--- config.mk ---
export PLATFORM = sky130hd
export DESIGN_NAME = xor_linked_multi_list_top
export DESIGN_NICKNAME = d
export VERILOG_FILES = /design/src/rtl/xll_pkg.sv /design/src/rtl/xll_ram.sv /design/src/rtl/xll_front.sv /design/src/rtl/xll_rfifo.sv /design/src/rtl/xll_back.sv /design/src/rtl/xor_linked_multi_list_top.sv
export VERILOG_INCLUDE_DIRS = /design/src /design/src/rtl
export SDC_FILE = /design/constraint.sdc
export NUM_CORES = 2
export LEC_CHECK = 0
export BUFFER_PORTS_ARGS = -buffer_cell sky130_fd_sc_hd__buf_2
export CORE_AREA = 2 2 586 588
export DETAILED_ROUTE_END_ITERATION = 8
export DIE_AREA = 0 0 588 590
export PLACE_DENSITY = 0.7
export SETUP_SLACK_MARGIN = 0.4
export SLEW_MARGIN = 10
export SYNTH_ARGS = -nofsm -noshare
export SYNTH_HDL_FRONTEND = slang
export SYNTH_SLANG_ARGS = --single-unit
--- constraint.sdc ---
create_clock -name clk_i -period 6.7 [get_ports clk_i]
set_input_delay 1.675 -clock clk_i [delete_from_list [all_inputs] [get_ports clk_i]]
set_output_delay 1.675 -clock clk_i [all_outputs]
set_load 0.01 [all_outputs]
--- src/rtl/xor_linked_multi_list_top_macros.svh ---
// Assertion macros shared by the xor linked multi list RTL.
// No dependencies; include by bare file name.
`ifndef XOR_LINKED_MULTI_LIST_TOP_MACROS_SVH
`define XOR_LINKED_MULTI_LIST_TOP_MACROS_SVH

// Same-cycle implication, checked at every rising edge out of reset.
`define XLL_ASSERT_IMP(lbl, clk, rst_n, ante, cons, msg) \
  lbl: assert property (@(posedge clk) disable iff (!rst_n) (ante) |-> (cons)) \
    else $error(msg);

// Next-cycle implication.
`define XLL_ASSERT_NXT(lbl, clk, rst_n, ante, cons, msg) \
  lbl: assert property (@(posedge clk) disable iff (!rst_n) (ante) |=> (cons)) \
    else $error(msg);

// Invariant that holds at every edge.
`define XLL_ASSERT_ALWAYS(lbl, clk, rst_n, cond, msg) \
  `XLL_ASSERT_IMP(lbl, clk, rst_n, 1'b1, cond, msg)

`endif

--- src/rtl/xll_pkg.sv ---
// Shared constants, types and helpers for the xor linked multi list.
// No dependencies.
package xll_pkg;

  localparam int NODES      = 64;
  localparam int LISTS      = 16;
  localparam int VALUE_BITS = 32;

  localparam int IDX_W   = 7;                // node number 0..NODES, 0 means none
  localparam int NODE_AW = $clog2(NODES);    // node store address
  localparam int LIST_W  = 4;
  localparam int LIST_AW = $clog2(LISTS);
  localparam int LEN_W   = 7;
  localparam int CNT_W   = 7;
  localparam int OUT_W   = 32;

  localparam int RQ_DEPTH = 4;
  localparam int RQ_AW    = $clog2(RQ_DEPTH);

  localparam logic [1:0] ACT_PUSH    = 2'd0;
  localparam logic [1:0] ACT_POP     = 2'd1;
  localparam logic [1:0] ACT_MIGRATE = 2'd2;
  localparam logic [1:0] ACT_DUMP    = 2'd3;

  localparam logic [1:0] STAT_OK    = 2'd0;
  localparam logic [1:0] STAT_EMPTY = 2'd1;
  localparam logic [1:0] STAT_FULL  = 2'd2;
  localparam logic [1:0] STAT_SAME  = 2'd3;

  typedef enum logic [2:0] {
    KIND_PUSH,
    KIND_POP,
    KIND_MIGRATE,
    KIND_DUMP,
    KIND_SAME
  } xll_kind_e;

  typedef struct packed {
    xll_kind_e              kind;
    logic [LIST_AW-1:0]     list_a;
    logic [LIST_AW-1:0]     list_b;
    logic [VALUE_BITS-1:0]  value;
  } xll_cmd_t;

  typedef struct packed {
    logic [IDX_W-1:0] head;
    logic [IDX_W-1:0] tail;
    logic [LEN_W-1:0] len;
  } xll_lent_t;

  localparam int LENT_W = $bits(xll_lent_t);

  typedef struct packed {
    logic [OUT_W-1:0] out_value;
    logic [1:0]       status;
    logic             last;
  } xll_res_t;

  function automatic logic node_ok(logic [IDX_W-1:0] n);
    return (n != '0) && (n <= IDX_W'(NODES));
  endfunction

  function automatic logic [NODE_AW-1:0] node_addr(logic [IDX_W-1:0] n);
    logic [IDX_W-1:0] d;
    d = n - IDX_W'(1);
    return d[NODE_AW-1:0];
  endfunction

endpackage

--- src/rtl/xll_ram.sv ---
// Generic single-write, single-read RAM with registered read data.
// No dependencies.
module xll_ram #(
  parameter int WIDTH = 8,
  parameter int DEPTH = 16
) (
  input  logic                     clk_i,
  input  logic                     we_i,
  input  logic [$clog2(DEPTH)-1:0] waddr_i,
  input  logic [WIDTH-1:0]         wdata_i,
  input  logic                     re_i,
  input  logic [$clog2(DEPTH)-1:0] raddr_i,
  output logic [WIDTH-1:0]         rdata_o
);

  logic [WIDTH-1:0] mem_q [DEPTH];
  logic [WIDTH-1:0] rdata_q;

  // read returns the old word on a same-address write; data holds while re_i is low
  always_ff @(posedge clk_i) begin
    if (we_i) begin
      mem_q[waddr_i] <= wdata_i;
    end
    if (re_i) begin
      rdata_q <= mem_q[raddr_i];
    end
  end

  assign rdata_o = rdata_q;

endmodule

--- src/rtl/xll_front.sv ---
// Front end: accepts requests, decodes and classifies them, and queues them for the back end.
// Depends on xll_pkg.
module xll_front (
  input  logic              clk_i,
  input  logic              rst_ni,
  input  logic              push,
  output logic              full,
  input  logic [1:0]        action_i,
  input  logic [3:0]        list_a_i,
  input  logic [3:0]        list_b_i,
  input  logic signed [31:0] value_i,
  output logic              cmd_valid_o,
  output xll_pkg::xll_cmd_t cmd_o,
  input  logic              cmd_take_i
);

  xll_pkg::xll_cmd_t cls;
  xll_pkg::xll_cmd_t buf_q [2];
  logic              wptr_q, rptr_q;
  logic [1:0]        cnt_q;
  logic              acc, take;

  always_comb begin
    cls.list_a = xll_pkg::LIST_AW'(list_a_i % xll_pkg::LISTS);
    cls.list_b = xll_pkg::LIST_AW'(list_b_i % xll_pkg::LISTS);
    cls.value  = xll_pkg::VALUE_BITS'(unsigned'(value_i));
    case (action_i)
      xll_pkg::ACT_PUSH:    cls.kind = xll_pkg::KIND_PUSH;
      xll_pkg::ACT_POP:     cls.kind = xll_pkg::KIND_POP;
      xll_pkg::ACT_MIGRATE: cls.kind = (cls.list_a == cls.list_b) ? xll_pkg::KIND_SAME
                                                                   : xll_pkg::KIND_MIGRATE;
      xll_pkg::ACT_DUMP:    cls.kind = xll_pkg::KIND_DUMP;
      default:              cls.kind = xll_pkg::KIND_DUMP;
    endcase
  end

  assign full        = (cnt_q == 2'd2);
  assign acc         = push && !full;
  assign cmd_valid_o = (cnt_q != 2'd0);
  assign take        = cmd_take_i && cmd_valid_o;
  assign cmd_o       = buf_q[rptr_q];

  always_ff @(posedge clk_i) begin
    if (acc) begin
      buf_q[wptr_q] <= cls;
    end
  end

  always_ff @(posedge clk_i or negedge rst_ni) begin
    if (!rst_ni) begin
      wptr_q <= 1'b0;
      rptr_q <= 1'b0;
      cnt_q  <= 2'd0;
    end else begin
      if (acc)  wptr_q <= !wptr_q;
      if (take) rptr_q <= !rptr_q;
      cnt_q <= cnt_q + {1'b0, acc} - {1'b0, take};
    end
  end

endmodule

--- src/rtl/xll_rfifo.sv ---
// Result queue between the back end and the result ports.
// Depends on xll_pkg.
module xll_rfifo (
  input  logic              clk_i,
  input  logic              rst_ni,
  input  logic              push_i,
  input  xll_pkg::xll_res_t res_i,
  output logic              full_o,
  output logic              empty,
  input  logic              pop,
  output xll_pkg::xll_res_t res_o
);

  xll_pkg::xll_res_t       buf_q [xll_pkg::RQ_DEPTH];
  logic [xll_pkg::RQ_AW-1:0] wptr_q, rptr_q;
  logic [xll_pkg::RQ_AW:0]   cnt_q;
  logic                      wr, rd;

  assign full_o = (cnt_q == (xll_pkg::RQ_AW+1)'(xll_pkg::RQ_DEPTH));
  assign empty  = (cnt_q == '0);
  assign wr     = push_i && !full_o;
  assign rd     = pop && !empty;
  assign res_o  = buf_q[rptr_q];

  always_ff @(posedge clk_i) begin
    if (wr) begin
      buf_q[wptr_q] <= res_i;
    end
  end

  always_ff @(posedge clk_i or negedge rst_ni) begin
    if (!rst_ni) begin
      wptr_q <= '0;
      rptr_q <= '0;
      cnt_q  <= '0;
    end else begin
      if (wr) wptr_q <= wptr_q + 1'b1;
      if (rd) rptr_q <= rptr_q + 1'b1;
      cnt_q <= cnt_q + (xll_pkg::RQ_AW+1)'(wr) - (xll_pkg::RQ_AW+1)'(rd);
    end
  end

endmodule

--- src/rtl/xll_back.sv ---
// Back end: sequencer that carries out list requests on the node, list and free-stack RAMs.
// Depends on xll_pkg, xll_ram and the assertion macro header.
`include "xor_linked_multi_list_top_macros.svh"

module xll_back (
  input  logic              clk_i,
  input  logic              rst_ni,
  input  logic              cmd_valid_i,
  input  xll_pkg::xll_cmd_t cmd_i,
  output logic              cmd_take_o,
  input  logic              rq_full_i,
  output logic              rq_push_o,
  output xll_pkg::xll_res_t rq_res_o
);

  localparam logic [3:0] S_IDLE  = 4'd0;
  localparam logic [3:0] S_LA    = 4'd1;
  localparam logic [3:0] S_PUSH1 = 4'd2;
  localparam logic [3:0] S_PUSH2 = 4'd3;
  localparam logic [3:0] S_PUSH3 = 4'd4;
  localparam logic [3:0] S_POP1  = 4'd5;
  localparam logic [3:0] S_POP2  = 4'd6;
  localparam logic [3:0] S_LB    = 4'd7;
  localparam logic [3:0] S_MG1   = 4'd8;
  localparam logic [3:0] S_MG2   = 4'd9;
  localparam logic [3:0] S_CLRA  = 4'd10;
  localparam logic [3:0] S_DW    = 4'd11;

  localparam int IW = xll_pkg::IDX_W;
  localparam int AW = xll_pkg::NODE_AW;
  localparam int LW = xll_pkg::LIST_AW;

  localparam logic [xll_pkg::LEN_W-1:0] LEN1    = xll_pkg::LEN_W'(1);
  localparam logic [xll_pkg::CNT_W-1:0] NODES_C = xll_pkg::CNT_W'(xll_pkg::NODES);

  logic [3:0]            state_q, state_d;
  xll_pkg::xll_cmd_t     cmd_q, cmd_d;
  xll_pkg::xll_lent_t    la_q, la_d, lb_q, lb_d;
  logic [IW-1:0]         node_q, node_d, aux_q, aux_d;
  logic [IW-1:0]         cur_q, cur_d, prev_q, prev_d;
  logic [xll_pkg::CNT_W-1:0] k_q, k_d, free_cnt_q, free_cnt_d;
  logic [xll_pkg::NODES-1:0] fvld_q;
  logic [xll_pkg::LISTS-1:0] lvld_q;
  logic                  lrd_vld_q, lrd_vld_d, frd_vld_q, frd_vld_d;
  logic [IW-1:0]         frd_rst_q, frd_rst_d;

  // RAM ports
  logic                  lram_we, lram_re;
  logic [LW-1:0]         lram_waddr, lram_raddr;
  logic [xll_pkg::LENT_W-1:0] lram_wdata, lram_rdata;
  logic                  kram_we, kram_re;
  logic [AW-1:0]         kram_waddr, kram_raddr;
  logic [IW-1:0]         kram_wdata, kram_rdata;
  logic                  vram_we, vram_re;
  logic [AW-1:0]         vram_waddr, vram_raddr;
  logic [xll_pkg::VALUE_BITS-1:0] vram_wdata, vram_rdata;
  logic                  fram_we, fram_re;
  logic [AW-1:0]         fram_waddr, fram_raddr;
  logic [IW-1:0]         fram_wdata, fram_rdata;

  logic                  advance;
  xll_pkg::xll_lent_t    lrd;
  logic [IW-1:0]         n_new, st, dt, nx, pn;
  logic [AW-1:0]         ftop;
  logic                  walk_end;
  logic                  take_work;

  xll_ram #(.WIDTH(xll_pkg::LENT_W), .DEPTH(xll_pkg::LISTS)) u_lram (
    .clk_i, .we_i(lram_we), .waddr_i(lram_waddr), .wdata_i(lram_wdata),
    .re_i(lram_re), .raddr_i(lram_raddr), .rdata_o(lram_rdata)
  );
  xll_ram #(.WIDTH(IW), .DEPTH(xll_pkg::NODES)) u_kram (
    .clk_i, .we_i(kram_we), .waddr_i(kram_waddr), .wdata_i(kram_wdata),
    .re_i(kram_re), .raddr_i(kram_raddr), .rdata_o(kram_rdata)
  );
  xll_ram #(.WIDTH(xll_pkg::VALUE_BITS), .DEPTH(xll_pkg::NODES)) u_vram (
    .clk_i, .we_i(vram_we), .waddr_i(vram_waddr), .wdata_i(vram_wdata),
    .re_i(vram_re), .raddr_i(vram_raddr), .rdata_o(vram_rdata)
  );
  xll_ram #(.WIDTH(IW), .DEPTH(xll_pkg::NODES)) u_fram (
    .clk_i, .we_i(fram_we), .waddr_i(fram_waddr), .wdata_i(fram_wdata),
    .re_i(fram_re), .raddr_i(fram_raddr), .rdata_o(fram_rdata)
  );

  assign advance  = !rq_full_i;
  assign lrd      = lrd_vld_q ? xll_pkg::xll_lent_t'(lram_rdata) : '0;
  assign n_new    = frd_vld_q ? fram_rdata : frd_rst_q;
  assign st       = xll_pkg::node_ok(la_q.tail) ? la_q.tail : '0;
  assign dt       = xll_pkg::node_ok(lb_q.tail) ? lb_q.tail : '0;
  assign nx       = kram_rdata ^ prev_q;
  assign pn       = xll_pkg::node_ok(kram_rdata) ? kram_rdata : '0;
  assign ftop     = xll_pkg::CNT_W'(free_cnt_q - 1'b1) <= '0 ? '0 : AW'(free_cnt_q - 1'b1);
  assign walk_end = !xll_pkg::node_ok(nx) || (k_q == xll_pkg::CNT_W'(xll_pkg::NODES - 1));
  assign take_work = cmd_take_o && (cmd_i.kind != xll_pkg::KIND_SAME);

  always_comb begin
    state_d    = state_q;
    cmd_d      = cmd_q;
    la_d       = la_q;
    lb_d       = lb_q;
    node_d     = node_q;
    aux_d      = aux_q;
    cur_d      = cur_q;
    prev_d     = prev_q;
    k_d        = k_q;
    free_cnt_d = free_cnt_q;
    lrd_vld_d  = lrd_vld_q;
    frd_vld_d  = frd_vld_q;
    frd_rst_d  = frd_rst_q;
    cmd_take_o = 1'b0;
    rq_push_o  = 1'b0;
    rq_res_o   = '0;
    lram_we = 1'b0; lram_waddr = '0; lram_wdata = '0; lram_re = 1'b0; lram_raddr = '0;
    kram_we = 1'b0; kram_waddr = '0; kram_wdata = '0; kram_re = 1'b0; kram_raddr = '0;
    vram_we = 1'b0; vram_waddr = '0; vram_wdata = '0; vram_re = 1'b0; vram_raddr = '0;
    fram_we = 1'b0; fram_waddr = '0; fram_wdata = '0; fram_re = 1'b0; fram_raddr = '0;

    if (advance) begin
      case (state_q)
        S_IDLE: begin
          if (cmd_valid_i) begin
            cmd_take_o = 1'b1;
            cmd_d      = cmd_i;
            if (cmd_i.kind == xll_pkg::KIND_SAME) begin
              rq_push_o = 1'b1;
              rq_res_o  = '{out_value: '0, status: xll_pkg::STAT_SAME, last: 1'b1};
            end else begin
              lram_re    = 1'b1;
              lram_raddr = cmd_i.list_a;
              lrd_vld_d  = lvld_q[cmd_i.list_a];
              state_d    = S_LA;
            end
          end
        end
        S_LA: begin
          la_d    = lrd;
          state_d = S_IDLE;
          case (cmd_q.kind)
            xll_pkg::KIND_PUSH: begin
              if (free_cnt_q == '0 || free_cnt_q > xll_pkg::CNT_W'(xll_pkg::NODES)) begin
                rq_push_o = 1'b1;
                rq_res_o  = '{out_value: '0, status: xll_pkg::STAT_FULL, last: 1'b1};
              end else begin
                fram_re    = 1'b1;
                fram_raddr = ftop;
                frd_vld_d  = fvld_q[ftop];
                frd_rst_d  = IW'(xll_pkg::NODES) - IW'(ftop);
                state_d    = S_PUSH1;
              end
            end
            xll_pkg::KIND_POP: begin
              if (lrd.len == '0 || !xll_pkg::node_ok(lrd.tail)) begin
                rq_push_o = 1'b1;
                rq_res_o  = '{out_value: '0, status: xll_pkg::STAT_EMPTY, last: 1'b1};
              end else begin
                vram_re    = 1'b1;
                vram_raddr = xll_pkg::node_addr(lrd.tail);
                kram_re    = 1'b1;
                kram_raddr = xll_pkg::node_addr(lrd.tail);
                state_d    = S_POP1;
              end
            end
            xll_pkg::KIND_MIGRATE: begin
              if (lrd.len == '0) begin
                rq_push_o = 1'b1;
                rq_res_o  = '{out_value: '0, status: xll_pkg::STAT_EMPTY, last: 1'b1};
              end else begin
                lram_re    = 1'b1;
                lram_raddr = cmd_q.list_b;
                lrd_vld_d  = lvld_q[cmd_q.list_b];
                state_d    = S_LB;
              end
            end
            xll_pkg::KIND_DUMP: begin
              if (lrd.len == '0 || !xll_pkg::node_ok(lrd.head)) begin
                rq_push_o = 1'b1;
                rq_res_o  = '{out_value: '0, status: xll_pkg::STAT_EMPTY, last: 1'b1};
              end else begin
                cur_d      = lrd.head;
                prev_d     = '0;
                k_d        = '0;
                vram_re    = 1'b1;
                vram_raddr = xll_pkg::node_addr(lrd.head);
                kram_re    = 1'b1;
                kram_raddr = xll_pkg::node_addr(lrd.head);
                state_d    = S_DW;
              end
            end
            default: state_d = S_IDLE;
          endcase
        end
        S_PUSH1: begin
          node_d     = n_new;
          free_cnt_d = free_cnt_q - 1'b1;
          vram_we    = 1'b1;
          vram_waddr = xll_pkg::node_addr(n_new);
          vram_wdata = cmd_q.value;
          if (la_q.len == '0 || !xll_pkg::node_ok(la_q.tail)) begin
            // first node of the list: no neighbors
            kram_we    = 1'b1;
            kram_waddr = xll_pkg::node_addr(n_new);
            kram_wdata = '0;
            lram_we    = 1'b1;
            lram_waddr = cmd_q.list_a;
            lram_wdata = {n_new, n_new, la_q.len + 1'b1};
            rq_push_o  = 1'b1;
            rq_res_o   = '{out_value: '0, status: xll_pkg::STAT_OK, last: 1'b1};
            state_d    = S_IDLE;
          end else begin
            kram_re    = 1'b1;
            kram_raddr = xll_pkg::node_addr(la_q.tail);
            state_d    = S_PUSH2;
          end
        end
        S_PUSH2: begin
          kram_we    = 1'b1;
          kram_waddr = xll_pkg::node_addr(la_q.tail);
          kram_wdata = kram_rdata ^ node_q;
          state_d    = S_PUSH3;
        end
        S_PUSH3: begin
          kram_we    = 1'b1;
          kram_waddr = xll_pkg::node_addr(node_q);
          kram_wdata = la_q.tail;
          lram_we    = 1'b1;
          lram_waddr = cmd_q.list_a;
          lram_wdata = {la_q.head, node_q, la_q.len + 1'b1};
          rq_push_o  = 1'b1;
          rq_res_o   = '{out_value: '0, status: xll_pkg::STAT_OK, last: 1'b1};
          state_d    = S_IDLE;
        end
        S_POP1, S_POP2: begin
          aux_d   = pn;
          state_d = S_IDLE;
          if (state_q == S_POP1 && la_q.len != LEN1 && pn != '0) begin
            // unlink the tail from its predecessor first
            kram_re    = 1'b1;
            kram_raddr = xll_pkg::node_addr(pn);
            state_d    = S_POP2;
          end else begin
            lram_we    = 1'b1;
            lram_waddr = cmd_q.list_a;
            if (la_q.len == LEN1) begin
              lram_wdata = '0;
            end else if (state_q == S_POP2) begin
              aux_d      = aux_q;
              kram_we    = 1'b1;
              kram_waddr = xll_pkg::node_addr(aux_q);
              kram_wdata = kram_rdata ^ la_q.tail;
              lram_wdata = {la_q.head, aux_q, la_q.len - 1'b1};
            end else begin
              lram_wdata = {la_q.head, {IW{1'b0}}, la_q.len - 1'b1};
            end
            // return the node to the free stack
            if (free_cnt_q < xll_pkg::CNT_W'(xll_pkg::NODES)) begin
              fram_we    = 1'b1;
              fram_waddr = AW'(free_cnt_q);
              fram_wdata = la_q.tail;
              free_cnt_d = free_cnt_q + 1'b1;
            end
            rq_push_o = 1'b1;
            rq_res_o  = '{out_value: xll_pkg::OUT_W'(vram_rdata),
                          status: xll_pkg::STAT_OK, last: 1'b1};
          end
        end
        S_LB: begin
          lb_d = lrd;
          if (lrd.len == '0) begin
            lram_we    = 1'b1;
            lram_waddr = cmd_q.list_b;
            lram_wdata = {la_q.tail, la_q.head, la_q.len};
            state_d    = S_CLRA;
          end else begin
            kram_re    = 1'b1;
            kram_raddr = xll_pkg::node_addr(xll_pkg::node_ok(lrd.tail) ? lrd.tail : '0);
            state_d    = S_MG1;
          end
        end
        S_MG1: begin
          if (dt != '0) begin
            kram_we    = 1'b1;
            kram_waddr = xll_pkg::node_addr(dt);
            kram_wdata = kram_rdata ^ st;
          end
          kram_re    = 1'b1;
          kram_raddr = xll_pkg::node_addr(st);
          state_d    = S_MG2;
        end
        S_MG2: begin
          if (st != '0) begin
            kram_we    = 1'b1;
            kram_waddr = xll_pkg::node_addr(st);
            kram_wdata = kram_rdata ^ dt;
          end
          lram_we    = 1'b1;
          lram_waddr = cmd_q.list_b;
          lram_wdata = {lb_q.head, la_q.head, lb_q.len + la_q.len};
          state_d    = S_CLRA;
        end
        S_CLRA: begin
          lram_we    = 1'b1;
          lram_waddr = cmd_q.list_a;
          lram_wdata = '0;
          rq_push_o  = 1'b1;
          rq_res_o   = '{out_value: '0, status: xll_pkg::STAT_OK, last: 1'b1};
          state_d    = S_IDLE;
        end
        S_DW: begin
          rq_push_o = 1'b1;
          rq_res_o  = '{out_value: xll_pkg::OUT_W'(vram_rdata),
                        status: xll_pkg::STAT_OK, last: walk_end};
          k_d       = k_q + 1'b1;
          if (walk_end) begin
            cur_d   = '0;
            prev_d  = '0;
            state_d = S_IDLE;
          end else begin
            // advance one node: next = link ^ previous
            prev_d     = cur_q;
            cur_d      = nx;
            vram_re    = 1'b1;
            vram_raddr = xll_pkg::node_addr(nx);
            kram_re    = 1'b1;
            kram_raddr = xll_pkg::node_addr(nx);
          end
        end
        default: state_d = S_IDLE;
      endcase
    end
  end

  always_ff @(posedge clk_i) begin
    cmd_q     <= cmd_d;
    la_q      <= la_d;
    lb_q      <= lb_d;
    node_q    <= node_d;
    aux_q     <= aux_d;
    frd_rst_q <= frd_rst_d;
  end

  always_ff @(posedge clk_i or negedge rst_ni) begin
    if (!rst_ni) begin
      state_q    <= S_IDLE;
      cur_q      <= '0;
      prev_q     <= '0;
      k_q        <= '0;
      free_cnt_q <= xll_pkg::CNT_W'(xll_pkg::NODES);
      fvld_q     <= '0;
      lvld_q     <= '0;
      lrd_vld_q  <= 1'b0;
      frd_vld_q  <= 1'b0;
    end else begin
      state_q    <= state_d;
      cur_q      <= cur_d;
      prev_q     <= prev_d;
      k_q        <= k_d;
      free_cnt_q <= free_cnt_d;
      lrd_vld_q  <= lrd_vld_d;
      frd_vld_q  <= frd_vld_d;
      if (fram_we) fvld_q[fram_waddr] <= 1'b1;
      if (lram_we) lvld_q[lram_waddr] <= 1'b1;
    end
  end

  `XLL_ASSERT_ALWAYS(a_free_cnt_range, clk_i, rst_ni, free_cnt_q <= NODES_C, "free count too big")
  `XLL_ASSERT_IMP(a_no_push_when_full, clk_i, rst_ni, rq_push_o, !rq_full_i, "push into full queue")
  `XLL_ASSERT_NXT(a_take_starts_work, clk_i, rst_ni, take_work, state_q == S_LA, "list read skipped")
  `XLL_ASSERT_IMP(a_walk_bounded, clk_i, rst_ni, state_q == S_DW, k_q < NODES_C, "dump walk too long")

endmodule

--- src/rtl/xor_linked_multi_list_top.sv ---
// Top level of the xor linked multi list: request queue, sequencer and result queue.
// Depends on xll_pkg, xll_front, xll_back and xll_rfifo.

// Keeps 16 lists in a shared pool of 64 nodes; each node holds a 32-bit value and
// the XOR of its neighbors' node numbers (0 means none), and a free stack hands out
// nodes. Requests go in through push/full; action 0 appends value at the tail of
// list_a (status 2 when the pool is full), 1 removes the tail of list_a and returns
// its value (status 1 when empty), 2 appends list_a reversed onto list_b and empties
// list_a (status 1 when list_a is empty, 3 when both name the same list), 3 walks
// list_a head to tail and gives one result per element, last set on the final one.
// Every request gives exactly one result except dump, which gives one per element
// (one with status 1 for an empty list). Results come out through empty/pop in
// request order. A request is accepted while a two-entry request queue has room and
// is carried out by one sequencer at a time; the list table, link store, value store
// and free stack are single-write, single-read RAMs with registered reads, which the
// sequencer reads and writes in a chain of states. The sequencer holds while the
// four-entry result queue is full. No clearing pass is needed after reset: reset
// values come from per-entry valid bits.
module xor_linked_multi_list_top (
  input  logic              clk_i,
  input  logic              rst_ni,
  input  logic              push,
  output logic              full,
  input  logic [1:0]        action_i,
  input  logic [3:0]        list_a_i,
  input  logic [3:0]        list_b_i,
  input  logic signed [31:0] value_i,
  output logic              empty,
  input  logic              pop,
  output logic signed [31:0] out_value_o,
  output logic [1:0]        status_o,
  output logic              last_o
);

  logic              cmd_valid, cmd_take;
  xll_pkg::xll_cmd_t cmd;
  logic              rq_push, rq_full;
  xll_pkg::xll_res_t rq_res, res;

  // decode and queue incoming requests
  xll_front u_front (
    .clk_i, .rst_ni, .push, .full,
    .action_i, .list_a_i, .list_b_i, .value_i,
    .cmd_valid_o(cmd_valid), .cmd_o(cmd), .cmd_take_i(cmd_take)
  );

  // carry out one request at a time against the RAMs
  xll_back u_back (
    .clk_i, .rst_ni,
    .cmd_valid_i(cmd_valid), .cmd_i(cmd), .cmd_take_o(cmd_take),
    .rq_full_i(rq_full), .rq_push_o(rq_push), .rq_res_o(rq_res)
  );

  // hold results until the consumer pops them
  xll_rfifo u_rfifo (
    .clk_i, .rst_ni,
    .push_i(rq_push), .res_i(rq_res), .full_o(rq_full),
    .empty, .pop, .res_o(res)
  );

  assign out_value_o = signed'(res.out_value);
  assign status_o    = res.status;
  assign last_o      = res.last;

endmodule

# Word level (Yosys, flattened, before mapping)
# Memory sizes are Yosys's and may differ from the RTL's. A register that Yosys moved wholly into a read port is not among the register bits.
# Index checks and enable logic that the tools add are counted.
# W data, S select, Z words.
dict set report op_classes {
  eq_ne 34
  n_reduce_logical 63
  n_bitwise 9
  magnitude_cmp 16
  n_addsub 24
  muxes 183
}
# op count
set ops {}
lappend ops {{$pmux W35 S6} 1}
lappend ops {{$mux W7} 25}
lappend ops {{$mux W6} 27}
lappend ops {{$pmux W35 S4} 1}
lappend ops {{$mux W21} 6}
lappend ops {{$mux W35} 3}
lappend ops {{$pmux W21 S5} 1}
lappend ops {{$pmux W6 S6} 2}
lappend ops {{$sub A6 B1 Y6 const B} 11}
lappend ops {{$mux W32} 2}
lappend ops {{$or A64 B64 Y64} 1}
lappend ops {{$mux W1} 63}
lappend ops {{$reduce_bool A7 Y1} 9}
lappend ops {{$pmux W7 S2} 4}
lappend ops {{$mux W4} 13}
lappend ops {{$le A7 B7 Y1 const B} 6}
lappend ops {{$pmux W4 S9} 1}
lappend ops {{$pmux W7 S5} 1}
lappend ops {{$xor A7 B7 Y7} 5}
lappend ops {{$pmux W6 S2} 2}
lappend ops {{$add A7 B1 Y7 const B} 3}
lappend ops {{$logic_not A7 Y1} 3}
lappend ops {{$pmux W4 S5} 1}
lappend ops {{$mux W3} 6}
lappend ops {{other kinds (59)} 132}
dict set report totals {
  ram_bits 3506
  regBits 231
  output_inout_bits 37
  input_bits 46
  n_memories 6
}
# memory words width rd rd_ports_with_merged_regs write_ports line
set memory_table {}
lappend memory_table {u_back.u_vram.mem_q 64 32 1 1 1 xll_ram.sv:16} ;# logic [WIDTH-1:0] mem_q [DEPTH];
lappend memory_table {u_back.u_fram.mem_q 64 7 1 1 1 xll_ram.sv:16}
lappend memory_table {u_back.u_kram.mem_q 64 7 1 1 1 xll_ram.sv:16}
lappend memory_table {u_back.u_lram.mem_q 16 21 1 1 1 xll_ram.sv:16}
lappend memory_table {u_rfifo.buf_q 4 35 1 0 1 xll_rfifo.sv:14} ;# xll_pkg::xll_res_t buf_q [xll_pkg::RQ_DEPTH];
lappend memory_table {u_front.buf_q 2 43 1 0 1 xll_front.sv:18} ;# xll_pkg::xll_cmd_t buf_q [2];

# Depth between registers and ports, before layout
dict set report depth {
  word_depth 13
  depth_mapped 22
}

# Cells and area by module
# From an unflattened synthesis, not the netlist that was laid out.
dict set report hier_totals {
  cells_unflattened 7399
  hier_area_um2 150867.2
}
# mod n_inst cells_each area_per_inst_um2
set by_module_without_submodules {}
lappend by_module_without_submodules {{xll_ram (u_back.u_vram)} 1 3324 78835.6}
lappend by_module_without_submodules {{xll_ram (u_back.u_fram ...)} 2 837 17743.3}
lappend by_module_without_submodules {xll_back 1 1460 13950.9}
lappend by_module_without_submodules {{xll_ram (u_back.u_lram)} 1 557 13487.9}
lappend by_module_without_submodules {xll_rfifo 1 224 5572.8}
lappend by_module_without_submodules {xll_front 1 160 3533.4}

# Least setup slack after synthesis
# Ideal clock, no wire load.
dict set report synth_path {
  path_type {register to register}
  start {reg u_back.la_q[12] (netlist bit)}
  end {mem u_back.u_kram.mem_q[0][2] (netlist bit), data pin}
  setup_time_ps 548
  path_buffers 2
  required_ps 6152
  stages_incl_launch_ff 14
  setup_slack_ps 1907
  synth_period_minus_slack_ps 4793
  t_arrival_ps 4245
  cell_sequence {edfxtp_1 -> buf_2 -> nor4_2 -> nand3_1 -> a21oi_1 -> inv_1 -> ha_1 -> o21ai_0 -> o21a_1 -> clkbuf_1 -> a21oi_1 -> nand2_1 -> o21ai_0 -> a21oi_1}
}
dict set report synth_between {
  elab_chain_len 7
  word_cells_on_any_way 10
}
# element line
set synth_lines {}
lappend synth_lines {{from (decl)} xll_back.sv:38} ;# xll_pkg::xll_lent_t la_q, la_d, lb_q, lb_d;
lappend synth_lines {{from (signal assigned)} xll_back.sv:334} ;# la_q <= la_d;
lappend synth_lines {{$le A7 B7 Y1 or $reduce_bool A7 Y1 (tied branches)} xll_pkg.sv:60} ;# return (n != '0) && (n <= IDX_W'(NODES));
lappend synth_lines {{$logic_and A1 B1 Y1} xll_pkg.sv:60}
lappend synth_lines {{$mux W7 (*)} xll_back.sv:88} ;# assign st = xll_pkg::node_ok(la_q.tail) ? la_q.tail : '0;
lappend synth_lines {{$reduce_bool A7 Y1 or $xor A7 B7 Y7 (tied branches)} {xll_back.sv:290, xll_back.sv:283}}
lappend synth_lines {{$mux W7, on equally long branches} {xll_back.sv:290, xll_back.sv:280}}
lappend synth_lines {{$pmux W7 S5 (*)} xll_back.sv:119} ;# case (state_q)
lappend synth_lines {{$mux W7 (*)} xll_back.sv:118} ;# if (advance) begin
lappend synth_lines {{named net u_back.kram_wdata[2]} xll_back.sv:53} ;# logic [IW-1:0] kram_wdata, kram_rdata;
lappend synth_lines {{to (decl)} xll_ram.sv:16}
# The timed path passes the listed nets; every way through them passes the cells marked *.

==> reports/results.tsv <==
metric	value	unit
worst r2r src	u_back.lrd_vld_q	
Syn Area/Cell	14.3	sq um
width of the die	588	microns
largest net degree at the start of global routing	211	
Worst-path clk slew	60	ps
Final setup viols	0	
Rel. slew slack	0.102	
fin crit period	5900	ps
CP delay by family, top	compound AO/OA/AOI/OAI gates	
R2R Path End	u_back.u_vram.rdata_o[30]	
Req. time, crit path	7510	ps
Starting Density	0.448	
total number of vias	98900	
CTS Hold Buffers Added	0	
crit-path max cell delay	950	ps
Crit Path Class	reg2reg	
DRC Markers	0	
Least-Margin Pin Slew	1340	ps
status	finished clean	
setup TNS	0	ps
Setup Fix Bufs, Post-CTS	0	
HP Class	reg2reg	
leading cell type in the layout, fill and taps excluded	edfxtp_1	
Post-synth EDFFs	3679	
CP arrival	6710	ps
CP endpoint kind	flop	
clock sink total	3804	
CTS tree	built	
# H-tree levels	5	
commonest non-fill, non-tap cells in the layout	3,679 x edfxtp_1, 1,665 x nand2_1, 771 x nand3_1	
area taken by multi-input logic gates	36900	sq um
IO Pins	83	
GRT overflow	0	
Max Clk Rate	0.170	GHz
Mapped Cells	10700	
crit-path max FO	43	
clk_lat worst skew	980	ps
main area contributors after synthesis	edfxtp_1 72%, nand2_1 4.1%, nand3_1 2.5%	
Lkg Pwr	59.0	nW
crit path cell chain	and2_1 -> inv_1 -> ha_1 -> inv_1 -> o31a_1 -> nor4_1 -> a32oi_1 -> a21oi_4 -> buf_12 -> o32ai_1 -> a211oi_1 -> a31oi_1 -> o22ai_1 -> or4_1	
Slew Limit Fails	0	
number of CTS-inserted buffers	381	
HPWL after DPL	273000	microns
Starting DRT DRC Count	15900	
Placer Congestion	0.957	
slowest CP cell	a21oi_4	
Post-Route WL	455000	microns
Fin. Hold Viols	0	
clock tree buffer depth	4	
average wire per standard cell	28.9	microns
layout net count	10900	
main flop type after synthesis	edfxtp_1	
Pwr Density	360	nW/um^2
placed cell count	15000	
FF/Latch Area	114000	sq um
Port Buffers	82	
clk root buf	clkbuf_16	
largest area contributor in the netlist	edfxtp_1	
placed inst area	161000	sq um
area of the core	341000	sq um
FILL cells	27700	
hold depth	2	
Mapped Nets	10800	
Most common cell on crit path	inv_1	
post-route clock period utilization	0.880	
Distinct cells, synth	87	
fraction of registers with async set/reset	0.0329	
first-pass GRT wire length	656000	microns
die area	347000	sq um
Syn Std Cell Area	153000	sq um
vias per cell	6.29	
layout cells sized above 1	0.130	
row count	215	
register bit total from synthesis	3804	
chip height	590	microns
WHS Endpoint	u_back.fvld_q[28]	
Yosys top cell area share	0.723	
first-pass iteration count of the detailed router	8	
design area	173000	sq um
Yosys Warn Count	0	
vias in the first global route	95000	
reg2reg path depth	14	
area grow syn2layout	13.5	%
Critical path buffers and inverters	3	
Final Skew	69.9	ps
Final Non-Filler Cells	15700	
GRT Total Usage	0.255	
maxcap violations	0	
crit start category	flop	
RSZ-0062 raised after global routing	no	
initial antenna violation count	23	
r2r setup slk	800	ps
Worst VDD drop	0.000345	V
HP Start	u_back.fvld_q[28]	
post-synthesis sequential area ratio	0.744	
DRT antenna net count	0	
## cell usage after synthesis (38+ instances only)
| library cell | number |
|---|---|
| inv_1 | 63 |
| nand2_1 | 1672 |
| edfxtp_1 | 3679 |
| ha_1 | 38 |
| mux2i_1 | 256 |
| mux4_2 | 52 |
| nor3_1 | 62 |
| nand3_1 | 771 |
| buf_1 | 92 |
| o22ai_1 | 351 |
| buf_2 | 126 |
| a31oi_1 | 177 |
| and2_1 | 112 |
| xor2_1 | 43 |
| clkbuf_1 | 497 |
| a311oi_1 | 81 |
| or2_2 | 84 |
| nor2_1 | 617 |
| and3_1 | 42 |
| a22o_1 | 68 |
| mux2_2 | 59 |
| a221o_1 | 72 |
| a31o_1 | 115 |
| o21ai_0 | 102 |
| dfrtp_1 | 124 |
| o32ai_1 | 143 |
| a21oi_1 | 302 |
| xnor2_1 | 40 |
| or4_1 | 49 |
| a211oi_1 | 325 |
## sequential cells by signal (all words and copies together), names as in the netlist, 32 cells and up
signal / cells
u_back.u_lram.mem_q: 336
u_back.u_vram.rdata_o: 32
u_back.fvld_q: 64
u_rfifo.buf_q: 140
u_back.u_fram.mem_q: 448
u_front.buf_q: 86
u_back.cmd_q: 43
u_back.u_vram.mem_q: 2048
u_back.u_kram.mem_q: 448
## power by group
part | leakage [nW] | switching [mW] | total [mW] | internal, mW
sequential | 35.0 | 0.842 | 29.1 | 28.3
combinational | 17.9 | 8.49 | 11.8 | 3.35
clock | 6.08 | 9.10 | 21.3 | 12.2
total | 59.0 | 18.4 | 62.3 | 43.9
## final cells by class
cell class | instances | share of cell area
flip-flops and latches | 3804 | 0.656
multi-input cells | 6086 | 0.213
clock buffers | 474 | 0.0588
well taps | 4557 | 0.0329
repair buffers | 495 | 0.0248
clock inverters | 230 | 0.0131
inverters | 65 | 0.00141
diodes | 15 | 0.000217
## cell families after synthesis
logic type,after synthesis,synth area share
and+or+nand+nor,3551,0.102
AOI/OAI and AO/OA,2045,0.0961
DFF,3804,0.744
muxes,367,0.0288
xor gates and xnor gates,83,0.00476
buffers and inverters,790,0.0208
adders and majority gates,40,0.00338
## worst min-delay path, cell delays in order (launching register included)
cell and delay, ps:
dfrtp_1 320, inv_1 40, o21ai_0 60
## through the flow
step | worst slack (ps) | util | hold WS, ps | power, mW
floorplan | 1910 | - | 427 | 36.2
detailed placement | 760 | 0.471 | 448 | 41.2
finish | 802 | 0.508 | 458 | 62.3
global route | 568 | 0.508 | 476 | 64.2
global placement | 866 | 0.471 | 444 | 40.9
CTS | 708 | 0.508 | 461 | 62.2
## worst max path at each step
| stage | startpoint | to | slack, ps | cells after the start |
|---|---|---|---|---|
| 6_report | u_back.lrd_vld_q | u_back.u_vram.rdata_o[30] | 800 | 14 |
| 5_1_grt | u_back.la_q[10] | u_back.u_kram.rdata_o[0] | 570 | 14 |
| 4_1_cts | u_back.la_q[10] | u_back.u_kram.rdata_o[0] | 710 | 14 |
| 3_5_place_dp | u_back.la_q[10] | u_back.u_kram.rdata_o[0] | 760 | 14 |
| 3_3_place_gp | u_back.la_q[10] | u_back.u_kram.rdata_o[0] | 870 | 14 |
| 2_1_floorplan | u_back.la_q[12] | u_back.u_kram.mem_q[0][2] | 1910 | 13 |
## metal layers
layer	up-vias	global-route usage	wire length, microns
met2	6559	0.393	206000
met5	-	0	59
met1	49600	0.342	170000
li1	41600	-	-
met4	10	0.121	24600
met3	1127	0.0594	55200
## what timing repair did
item                       CTS  global route
setup endpoints to repair    0             6
resized for setup            0             2
hold endpoints to repair     0             0
Power figures use the tool's default switching activity.
